File: src/rtl/fqsm_pkg.sv
// fqsm_pkg: shared types, constants and codes for the fifo queue with search and max
// no dependencies
`timescale 1ns / 1ps
`default_nettype none

package fqsm_pkg;

	// queue geometry
	localparam int DEPTH  = 16;
	localparam int IDX_W  = $clog2(DEPTH);
	localparam int CNT_W  = $clog2(DEPTH + 1);
	localparam int WORD_W = 32;
	localparam int POS_W  = 6;

	// request modes
	localparam logic [2:0] MODE_PUSH   = 3'd0;
	localparam logic [2:0] MODE_POP    = 3'd1;
	localparam logic [2:0] MODE_SEARCH = 3'd2;
	localparam logic [2:0] MODE_MAX    = 3'd3;
	localparam logic [2:0] MODE_DUMP   = 3'd4;

	// result status codes
	localparam logic [1:0] STAT_OK    = 2'd0;
	localparam logic [1:0] STAT_EMPTY = 2'd1;
	localparam logic [1:0] STAT_FULL  = 2'd2;
	localparam logic [1:0] STAT_MISS  = 2'd3;

	// request word
	typedef struct packed {
		logic [2:0]               mode;
		logic signed [WORD_W-1:0] value;
	} fqsm_in_t;

	// result word
	typedef struct packed {
		logic [1:0]               status;
		logic signed [WORD_W-1:0] data_out;
		logic [POS_W-1:0]         position;
		logic                     last;
	} fqsm_out_t;

	// chain operations
	typedef enum logic [1:0] {
		CMD_HOLD   = 2'd0,
		CMD_PUSH   = 2'd1,
		CMD_SHIFT  = 2'd2,
		CMD_ROTATE = 2'd3
	} chain_op_t;

	// command broadcast to every cell
	typedef struct packed {
		chain_op_t                op;
		logic signed [WORD_W-1:0] wdata;
		logic [CNT_W-1:0]         count;
	} chain_cmd_t;

endpackage

`default_nettype wire

File: src/rtl/fqsm_cell.sv
// fqsm_cell: one storage cell of the queue chain, holds the entry at its position from head
// depends on fqsm_pkg
`timescale 1ns / 1ps
`default_nettype none

module fqsm_cell
	import fqsm_pkg::*;
(
	input  wire logic                     clk,
	input  wire chain_cmd_t               cmd,
	input  wire logic [IDX_W-1:0]         cell_idx,
	input  wire logic signed [WORD_W-1:0] next_data,
	input  wire logic signed [WORD_W-1:0] head_data,
	output logic signed [WORD_W-1:0]      data
);

	logic [CNT_W-1:0] pos;
	logic [CNT_W-1:0] pos_plus1;
	logic signed [WORD_W-1:0] data_q;

	assign pos       = CNT_W'(cell_idx);
	assign pos_plus1 = pos + CNT_W'(1);
	assign data      = data_q;

	// load from push, neighbor or the wrapped head word
	always_ff @(posedge clk) begin
		case (cmd.op)
			CMD_PUSH: begin
				if (pos == cmd.count) begin
					data_q <= cmd.wdata;
				end
			end
			CMD_SHIFT: begin
				data_q <= next_data;
			end
			CMD_ROTATE: begin
				if (pos_plus1 == cmd.count) begin
					data_q <= head_data;
				end else if (pos_plus1 < cmd.count) begin
					data_q <= next_data;
				end
			end
			default: begin
				data_q <= data_q;
			end
		endcase
	end

endmodule

`default_nettype wire

File: src/rtl/fqsm_ctrl.sv
// fqsm_ctrl: request decode, fill count, walk sequencer and result register
// depends on fqsm_pkg
`timescale 1ns / 1ps
`default_nettype none

module fqsm_ctrl
	import fqsm_pkg::*;
(
	input  wire logic                     clk,
	input  wire logic                     arst_n,
	input  wire logic                     in_valid,
	output logic                          in_ready,
	input  wire fqsm_in_t                 in_word,
	output logic                          out_valid,
	input  wire logic                     out_ready,
	output fqsm_out_t                     out_word,
	input  wire logic signed [WORD_W-1:0] head_data,
	output chain_cmd_t                    cmd
);

	typedef enum logic [1:0] {
		ST_IDLE = 2'b01,
		ST_WALK = 2'b10
	} state_t;

	state_t                   state_q, state_d;
	logic [CNT_W-1:0]         count_q, count_d;
	logic [2:0]               walk_mode_q;
	logic signed [WORD_W-1:0] key_q;
	logic [IDX_W-1:0]         idx_q;
	logic                     hit_q;
	logic [IDX_W-1:0]         hit_pos_q;
	logic signed [WORD_W-1:0] best_q;
	logic                     out_valid_q;
	fqsm_out_t                out_q;

	logic                     slot_free;
	logic                     accept;
	logic                     is_empty;
	logic                     is_full;
	logic                     last_step;
	logic                     emit_step;
	logic                     step_en;
	logic                     match;
	logic signed [WORD_W-1:0] best_cand;
	logic                     emit;
	fqsm_out_t                res;

	assign slot_free = !out_valid_q || out_ready;
	assign in_ready  = (state_q == ST_IDLE) && slot_free;
	assign accept    = in_valid && in_ready;
	assign is_empty  = (count_q == '0);
	assign is_full   = (count_q == CNT_W'(DEPTH));
	assign out_valid = out_valid_q;
	assign out_word  = out_q;

	// walk step bookkeeping: head cell is looked at once per rotation
	assign last_step = (CNT_W'(idx_q) + CNT_W'(1)) == count_q;
	assign emit_step = (walk_mode_q == MODE_DUMP) || last_step;
	assign step_en   = (state_q == ST_WALK) && (!emit_step || slot_free);
	assign match     = (head_data == key_q);
	assign best_cand = ((idx_q == '0) || (head_data > best_q)) ? head_data : best_q;

	// request decode and walk control
	always_comb begin
		state_d     = state_q;
		count_d     = count_q;
		cmd.op      = CMD_HOLD;
		cmd.wdata   = in_word.value;
		cmd.count   = count_q;
		emit        = 1'b0;
		res         = '0;
		res.last    = 1'b1;
		unique case (state_q)
			ST_IDLE: begin
				if (accept) begin
					if (in_word.mode == MODE_PUSH) begin
						emit = 1'b1;
						if (is_full) begin
							res.status = STAT_FULL;
						end else begin
							res.status = STAT_OK;
							cmd.op     = CMD_PUSH;
							count_d    = count_q + CNT_W'(1);
						end
					end else if (in_word.mode == MODE_POP || in_word.mode == MODE_SEARCH ||
					             in_word.mode == MODE_MAX || in_word.mode == MODE_DUMP) begin
						if (is_empty) begin
							emit       = 1'b1;
							res.status = STAT_EMPTY;
						end else if (in_word.mode == MODE_POP) begin
							emit         = 1'b1;
							res.status   = STAT_OK;
							res.data_out = head_data;
							cmd.op       = CMD_SHIFT;
							count_d      = count_q - CNT_W'(1);
						end else begin
							state_d = ST_WALK;
						end
					end
				end
			end
			ST_WALK: begin
				if (step_en) begin
					cmd.op = CMD_ROTATE;
					if (last_step) begin
						state_d = ST_IDLE;
					end
					if (emit_step) begin
						emit = 1'b1;
						case (walk_mode_q)
							MODE_SEARCH: begin
								if (hit_q) begin
									res.status   = STAT_OK;
									res.position = POS_W'(hit_pos_q);
								end else if (match) begin
									res.status   = STAT_OK;
									res.position = POS_W'(idx_q);
								end else begin
									res.status = STAT_MISS;
								end
							end
							MODE_MAX: begin
								res.status   = STAT_OK;
								res.data_out = best_cand;
							end
							default: begin
								res.status   = STAT_OK;
								res.data_out = head_data;
								res.position = POS_W'(idx_q);
								res.last     = last_step;
							end
						endcase
					end
				end
			end
			default: begin
				state_d = ST_IDLE;
			end
		endcase
	end

	// control state
	always_ff @(posedge clk or negedge arst_n) begin
		if (!arst_n) begin
			state_q     <= ST_IDLE;
			count_q     <= '0;
			out_valid_q <= 1'b0;
		end else begin
			state_q <= state_d;
			count_q <= count_d;
			if (emit) begin
				out_valid_q <= 1'b1;
			end else if (out_ready) begin
				out_valid_q <= 1'b0;
			end
		end
	end

	// walk registers and result word
	always_ff @(posedge clk) begin
		if (emit) begin
			out_q <= res;
		end
		if (accept) begin
			walk_mode_q <= in_word.mode;
			key_q       <= in_word.value;
			idx_q       <= '0;
			hit_q       <= 1'b0;
		end else if (step_en) begin
			idx_q  <= idx_q + IDX_W'(1);
			best_q <= best_cand;
			if (match && !hit_q) begin
				hit_q     <= 1'b1;
				hit_pos_q <= idx_q;
			end
		end
	end

	// checks
	a_count_range: assert property (@(posedge clk) disable iff (!arst_n)
		count_q <= CNT_W'(DEPTH))
		else $error("entry count above depth");

	a_walk_nonempty: assert property (@(posedge clk) disable iff (!arst_n)
		(state_q == ST_WALK) |-> (count_q != '0))
		else $error("walk on empty queue");

	a_walk_idx: assert property (@(posedge clk) disable iff (!arst_n)
		(state_q == ST_WALK) |-> (CNT_W'(idx_q) < count_q))
		else $error("walk index past stored entries");

	a_push_count: assert property (@(posedge clk) disable iff (!arst_n)
		(accept && in_word.mode == MODE_PUSH && !is_full) |=>
		(count_q == $past(count_q) + CNT_W'(1)))
		else $error("push did not grow the queue");

endmodule

`default_nettype wire

File: src/rtl/fifo_queue_with_search_and_max_core.sv
// fifo_queue_with_search_and_max_core: top level, a row of DEPTH cells plus the controller
// depends on fqsm_pkg, fqsm_cell, fqsm_ctrl
// push, pop and empty/full results are registered into the output register on accept
// push and pop are handled at accept; search, max and dump rotate the cell row through the head cell
//   once, one entry per cycle unless a result step waits for the output slot, and hold the input until done
// reset: arst_n clears the fill count, the sequencer and the output valid; cell contents are kept
`timescale 1ns / 1ps
`default_nettype none

module fifo_queue_with_search_and_max_core
	import fqsm_pkg::*;
(
	input  wire logic      clk,
	input  wire logic      arst_n,
	input  wire logic      in_valid,
	output logic           in_ready,
	input  wire fqsm_in_t  in_word,
	output logic           out_valid,
	input  wire logic      out_ready,
	output fqsm_out_t      out_word
);

	chain_cmd_t               cmd;
	logic signed [WORD_W-1:0] cell_data [DEPTH];

	// controller
	fqsm_ctrl u_ctrl (
		.clk       (clk),
		.arst_n    (arst_n),
		.in_valid  (in_valid),
		.in_ready  (in_ready),
		.in_word   (in_word),
		.out_valid (out_valid),
		.out_ready (out_ready),
		.out_word  (out_word),
		.head_data (cell_data[0]),
		.cmd       (cmd)
	);

	// row of cells, each passes its word toward the head
	for (genvar g = 0; g < DEPTH; g++) begin : g_cell
		logic signed [WORD_W-1:0] nxt;
		if (g == DEPTH - 1) begin : g_tail
			assign nxt = cell_data[g];
		end else begin : g_mid
			assign nxt = cell_data[g+1];
		end
		fqsm_cell u_cell (
			.clk       (clk),
			.cmd       (cmd),
			.cell_idx  (IDX_W'(g)),
			.next_data (nxt),
			.head_data (cell_data[0]),
			.data      (cell_data[g])
		);
	end

endmodule

`default_nettype wire

File: config.mk
export PLATFORM = sky130hd
export DESIGN_NAME = fifo_queue_with_search_and_max_core
export DESIGN_NICKNAME = d
export VERILOG_FILES = /design/src/rtl/fqsm_pkg.sv /design/src/rtl/fqsm_cell.sv /design/src/rtl/fqsm_ctrl.sv /design/src/rtl/fifo_queue_with_search_and_max_core.sv
export SDC_FILE = /design/constraint.sdc
export NUM_CORES = 2
export LEC_CHECK = 0
export ABC_AREA = 1
export BUFFER_PORTS_ARGS = -buffer_cell sky130_fd_sc_hd__buf_4
export CORE_MARGIN = 2
export CORE_UTILIZATION = 50
export CTS_CLUSTER_DIAMETER = 120
export DETAILED_ROUTE_END_ITERATION = 10
export PLACE_DENSITY = 0.66
export REMOVE_ABC_BUFFERS = 1
export SETUP_SLACK_MARGIN = 0.02
export SYNTH_ARGS = -nofsm -noshare
export SYNTH_HDL_FRONTEND = slang
export SYNTH_SLANG_ARGS = --single-unit
File: constraint.sdc
create_clock -name clk -period 5.7 [get_ports clk]
set_input_delay 1.14 -clock clk [delete_from_list [all_inputs] [get_ports clk]]
set_output_delay 1.14 -clock clk [all_outputs]
set_load 0.02 [all_outputs]
* Word level (Yosys, flattened, before mapping)
Cells that the tools add are included.
Widths: inputs -> output; s select.
** Cells by class
- Add/subtract/negate cells :: 4
- Magnitude comparators :: 16
- Equality and inequality tests :: 73
- Mux-type cells :: 114
- Bitwise logic cells :: 4
- Reduce and logical (&&, ||, !) cells :: 46
** Operators with widths (number)
- $mux 32 :: 51
- $pmux 32 s3 :: 15
- $pmux 32 s2 :: 2
- $mux 41 :: 2
- $mux 34 :: 2
- $pmux 34 s2 :: 1
- $reduce_and 3->1 :: 17
- $ne 3x1->1 const B :: 14
- $eq 4x5->1 const A :: 8
- $lt 4x5->1 const A :: 8
- $ne 2x1->1 const B :: 20
- $mux 2 :: 19
- $eq 32x32->1 :: 1
- $gt 32x32->1 :: 1
- $mux 5 :: 5
- $eq 3x5->1 const A :: 4
- $lt 3x5->1 const A :: 4
- $ne 2x2->1 const B :: 8
- $eq 3x2->1 const B :: 4
- $pmux 6 s2 :: 1
- $mux 1 :: 11
- $eq 2x5->1 const A :: 2
- $lt 2x5->1 const A :: 2
- $pmux 2 s2 :: 2
- other kinds (31) :: 53
** Storage, ports and cells
- Flip-flop bits (word level) :: 637
- Bits of input ports :: 39

* Depth between registers and ports, before layout
- Depth in word-level cells :: 11
- Gate-level depth with buffers :: 22

* Modules after synthesis
From an unflattened synthesis, not the netlist that was laid out.
** Unflattened totals
- Cell total of the unflattened synthesis :: 6058
- Area total of the unflattened synthesis :: 45195.8 µm²
** Modules (own cells, without submodules)
- fqsm_cell at g_cell[0].u_cell ... :: instances 12, cells each 361, area each 2521.2 µm², seq. area each 960.9 µm²
- fqsm_cell at g_cell[6].u_cell ... :: instances 4, cells each 227, area each 1888.1 µm², seq. area each 960.9 µm²
- fqsm_ctrl :: instances 1, cells each 816, area each 7382.1 µm², seq. area each 3604.7 µm²
- fifo_queue_with_search_and_max_core :: instances 1, cells each 2, area each 7.5 µm², seq. area each 0.0 µm²

* Worst setup path after synthesis
No wires, ideal clock.
- Kind :: in2reg
- Start point :: input port out_ready
- End point :: register g_cell[13].u_cell.data_q[0] (enable)
- Library setup time :: 421 ps
- Data arrival time :: 4645 ps
- Slack :: 633 ps
- Stages on the path :: 11
- Path buffers :: 1
- Cell sequence :: nor2_1 -> nor2_2 -> nand2_1 -> inv_1 -> nand2_1 -> nand2_4 -> nand2_2 -> clkbuf_2 -> nand2_1 -> o21ai_1 -> nor2_1
** Between the ends
- Longest elaborated chain between the ends :: 8
- Elaborated cells on any way between the ends :: 15
- Classes of those cells :: eq/ne: 5; mux: 3; reduce/logical: 7
** RTL lines
- start, declared :: line fifo_queue_with_search_and_max_core.sv:19 : input wire logic out_ready,
- $logic_or 1x1->1 * :: line fqsm_ctrl.sv:49 : assign slot_free = !out_valid_q || out_ready;
- $logic_and 1x1->1 * :: line fqsm_ctrl.sv:50 : assign in_ready = (state_q == ST_IDLE) && slot_free;
- via in_ready :: line fifo_queue_with_search_and_max_core.sv:16 : output logic in_ready,
- $logic_and 1x1->1 * :: line fqsm_ctrl.sv:51 : assign accept = in_valid && in_ready;
- via u_ctrl.accept :: line fqsm_ctrl.sv:38 : logic accept;
- $mux 2 * :: line fqsm_ctrl.sv:76 : if (accept) begin
- $pmux 2 s2 * :: line fqsm_ctrl.sv:74 : unique case (state_q)
- $eq 2x2->1 or $eq 2x1->1 (tied branches) :: line fqsm_cell.sv:27 : case (cmd.op)
- $ne 3x1->1 (no line), or another cell as far along
- $reduce_and 3->1 (no line) *
- end signal, assigned :: line fqsm_cell.sv:30 : data_q <= cmd.wdata;
- end signal, assigned :: line fqsm_cell.sv:34 : data_q <= next_data;
- end signal, assigned :: line fqsm_cell.sv:38 : data_q <= head_data;
- end, declared :: line fqsm_cell.sv:19 : logic signed [WORD_W-1:0] data_q;
The timed path passes the listed nets; every way through them passes the cells marked *.
A chain may end at the register's enable or synchronous reset.

* Worst setup path after layout
- Start point :: register u_ctrl.idx_q[0]
- End point :: register g_cell[3].u_cell.data_q[15] (enable)
** Between the ends
- Longest elaborated chain between the ends :: 11
- Elaborated cells on any way between the ends :: 15
- Classes of those cells :: add/sub: 1; eq/ne: 6; mux: 2; reduce/logical: 6
** RTL lines
- start, declared :: line fqsm_ctrl.sv:30 : logic [IDX_W-1:0] idx_q;
- start signal, assigned :: line fqsm_ctrl.sv:171 : idx_q <= idx_q + IDX_W'(1);
- $add 4x1->5 * :: line fqsm_ctrl.sv:58 : assign last_step = (CNT_W'(idx_q) + CNT_W'(1)) == count_q;
- $eq 5x5->1 * :: line fqsm_ctrl.sv:58
- $logic_or 1x1->1 * :: line fqsm_ctrl.sv:59 : assign emit_step = (walk_mode_q == MODE_DUMP) || last_step;
- $logic_not 1->1 * :: line fqsm_ctrl.sv:60 : assign step_en = (state_q == ST_WALK) && (!emit_step || slot_free);
- $logic_or 1x1->1 * :: line fqsm_ctrl.sv:60
- $logic_and 1x1->1 * :: line fqsm_ctrl.sv:60
- $mux 2 * :: line fqsm_ctrl.sv:104 : if (step_en) begin
- $pmux 2 s2 * :: line fqsm_ctrl.sv:74
- $eq 2x2->1 or $eq 2x1->1 (tied branches) :: line fqsm_cell.sv:27
- $ne 3x1->1 (no line), or another cell as far along
- $reduce_and 3->1 (no line) *
- end signal, assigned :: line fqsm_cell.sv:30
- end signal, assigned :: line fqsm_cell.sv:34
- end signal, assigned :: line fqsm_cell.sv:38
- end, declared :: line fqsm_cell.sv:19
Every way passes the cells marked *; elsewhere a longest branch is shown, timed or not.

==> flow_metrics.py <==
metrics = {
    "worst_hold_path": {
        "worst_hold_path_type": "input pin to asynchronous set/reset pin",
    },
    "floorplan": {
        "num_rows": 96,
        "core-area_um2": 68300,
        "initial_utilization_pct": 50.3,
        "fp.dieW_um": 266,
        "die_h_um": 266,
        "ios": 82,
        "die-area_um2": 70900,
    },
    "routing": {
        "initialDrtViolationCount": 3675,
        "drcViolationCount": 0,
        "vias": 28376,
        "routed_wirelength_mm": 105,
        "drt-wirelength-per-cell_um": 21.1,
        "firstDrtPassIters": 8,
        "via_per_inst": 5.70,
        "ant_nets": 0,
    },
    "critical_path": {
        "start_kind": "register",
        "path_class": "register to register",
        "crit_slowest_cell": "inv_2",
        "crit_required_ns": 5.94,
        "endpoint_kind": "register",
        "crit_chain": "inv_1 -> ha_1 -> xnor2_1 -> nand3_1 -> nor4_2 -> nand2_1 -> o31ai_2 -> nand2_2 -> nand2_4 -> nand2_4 -> nand3_4 -> buf_4 -> o21ai_0 -> inv_2",
        "ff2ff_path_depth": 14,
        "path_max_fanout": 45,
        "max_stage_delay_ns": 0.81,
        "cp_common_cell": "nand2_4",
        "arrival_ns": 4.71,
    },
    "flow_run": {
        "maxCapViolCount": 0,
    },
    "logic_synthesis": {
        "async_flop_share_pct": 1.26,
        "yosysWarnings": 0,
        "synth-edff-count": 622,
        "post-synth-top-count-cell": "nand2_1",
        "yosysUniqueCellTypes": 46,
        "ys_ff_latch": 635,
        "syn_inst": 4116,
        "yosysSeqAreaShare_pct": 55.2,
        "synth.avg_cell_area_um2": 8.36,
        "yosys.area.top_type": "edfxtp_1",
        "yosys-top-cells-count": "1259 x nand2_1, 622 x edfxtp_1, 427 x inv_1, 384 x nand3_1, 362 x nor2_1",
        "synthFlopType": "edfxtp_1",
        "synth_area_um2": 34400,
        "yosys-top-cells-area": "edfxtp_1 54%, nand2_1 14%, nand3_1 5.6%, inv_1 4.7%, o21ai_1 4.4%",
        "synth_top_area_share_pct": 54.3,
    },
    "clock_network": {
        "clockRootBuffer": "clkbuf_16",
        "htree_levels": 3,
        "clock_latency_ns": 0.65,
        "cts_resized": 0,
        "hold_buffers": 0,
        "numCtsBuffers": 72,
        "cts_num_sinks": 635,
        "cts_tree": "built",
        "cts_setup_buffers": 0,
        "cts.path.max_buffers": 3,
        "clk_pin_slew_ns": 0.06,
    },
    "power_and_ir_drop": {
        "total_power_w": 0.0170,
        "leakage_nw": 15.7,
        "vdd_drop_max_mv": 0.347,
        "p_per_area_nw_per_um2": 453,
    },
    "grt": {
        "grt_start_max_net_pins": 181,
        "first_global_vias": 26017,
        "antenna_found_initial": 1,
        "grtUsageTotal_pct": 29.4,
        "grt_pass1_wl_mm": 158,
        "grt-ovfl-total": 0,
    },
    "place": {
        "portBuffers": 79,
        "hpwl_mm": 59.5,
        "gp_congestion": 0.887,
        "placed_area_um2": 35300,
    },
    "run_status": {
        "status": "finished, final reports clean",
    },
    "sta": {
        "slew_headroom_pct": 25.8,
        "min_period_over_period_pct": 78.5,
        "slew_violations": 0,
        "tightest_slew_ns": 1.11,
        "min_period_ns": 4.47,
        "fmax_mhz": 224,
        "hold_viol_final": 0,
        "finalSetupViolCount": 0,
        "hold_slack_ns": 0.331,
        "fin_skew_ns": 0.0391,
        "rsz0062_at_grt": "no",
    },
    "cells_and_area": {
        "fin_nets": 4118,
        "diodes": 0,
        "area_delta_synth_final_pct": 9.22,
        "design_area_um2": 37600,
        "fillers": 6142,
        "layout-drive-gt1-share_pct": 6.96,
    },
}
==> cell usage in the layout (no fill, tap or decap), drive strengths merged, types with 2 or more instances in the layout <==
cell / instances
xor2: 16
dfrtp: 7
xnor2: 11
nand4: 14
nor2: 364
bufinv: 6
nand2: 1273
and2: 16
dfxtp: 5
edfxtp: 622
nor4: 4
buf: 133
inv: 433
a21o: 2
o21ai: 553
conb: 2
clkbuf: 100
o31ai: 2
nand3: 385
clkinv: 23
or2: 9
a21oi: 56
ha: 41
nor3: 9
==> worst paths after layout <==
kind	from	end	slack [ns]
max	u_ctrl.idx_q[0]	g_cell[3].u_cell.data[15]	1.23
min	arst_n	u_ctrl.count_q[0]	0.33
max reg2reg	u_ctrl.idx_q[0]	g_cell[3].u_cell.data[15]	1.23
min reg2reg	g_cell[1].u_cell.data[10]	g_cell[0].u_cell.data[10]	0.51
max in group asynchronous	arst_n	u_ctrl.state_q[0]	5.15
min in group clk	g_cell[1].u_cell.data[10]	g_cell[0].u_cell.data[10]	0.51
==> stage by stage <==
stage | util [%] | worst slack [ns] | cells | TNS [ns]
2_1_floorplan | - | -1.84 | 3831 | -582.39
5_1_grt | 55.0 | 1.02 | 4976 | 0
3_3_place_gp | 51.7 | 1.13 | 4846 | 0
6_report | 55.0 | 1.23 | 4976 | 0
3_5_place_dp | 51.7 | 1.10 | 4846 | 0
4_1_cts | 55.0 | 1.29 | 4976 | 0
==> logic make-up (layout without fill, tap and decap cells) <==
logic type / Yosys count / count (layout) / share of synthesized area [%]
xor+xnor: 27 / 27 / 0.687
fa+ha+maj: 41 / 41 / 1.49
compound gates: 618 / 618 / 9.07
other cells: 1 / 2 / 0.0109
buf+inv: 719 / 696 / 8.78
simple gates: 2075 / 2075 / 24.8
flops: 635 / 635 / 55.2
==> layer usage <==
layer | wire length (µm) | up-vias | track usage (%)
met5 | 14 | - | 0
met4 | 4500 | 2 | 13.4
met3 | 9320 | 219 | 3.98
met2 | 48300 | 1390 | 46.8
met1 | 42800 | 13458 | 40.2
li1 | - | 13307 | -
==> sequential cells by signal, summed over array words and instances (netlist names) <==
| name | flops |
|---|---|
| u_ctrl.count_q | 5 |
| u_ctrl.out_word | 39 |
| u_ctrl.key_q | 32 |
| g_cell.u_cell.data | 512 |
| u_ctrl.walk_mode_q | 3 |
| u_ctrl.hit_q | 1 |
| u_ctrl.best_q | 32 |
| u_ctrl.hit_pos_q | 4 |
| u_ctrl.state_q | 2 |
| u_ctrl.out_valid | 1 |
| u_ctrl.idx_q | 4 |
==> area by class of cell <==
class / count / area [µm²] / share of cell area, %
flip-flops and latches: 635 / 19000 / 50.5
multi-input cells: 2763 / 12500 / 33.3
clock buffers: 100 / 1930 / 5.13
inverters: 433 / 1650 / 4.38
well taps: 882 / 1100 / 2.94
repair buffers: 133 / 1070 / 2.86
clock inverters: 30 / 343 / 0.912
==> report_power, final <==
| group | switching, W | total, W | internal, W |
|---|---|---|---|
| combinational | 0.00389 | 0.00527 | 0.00138 |
| clock | 0.00200 | 0.00465 | 0.00265 |
| sequential | 0.000519 | 0.00709 | 0.00657 |
==> worst max-delay path: cells and delay by family (launching register included) <==
kind	cells	cell delay, ns
buffers and inverters	3	1.49
and+or+nand+nor	7	1.31
xor gates and xnor gates	1	0.16
AOI/OAI and AO/OA	2	0.33
DFF	1	0.43
adders and majority gates	1	0.33
Power figures use the tool's default switching activity.
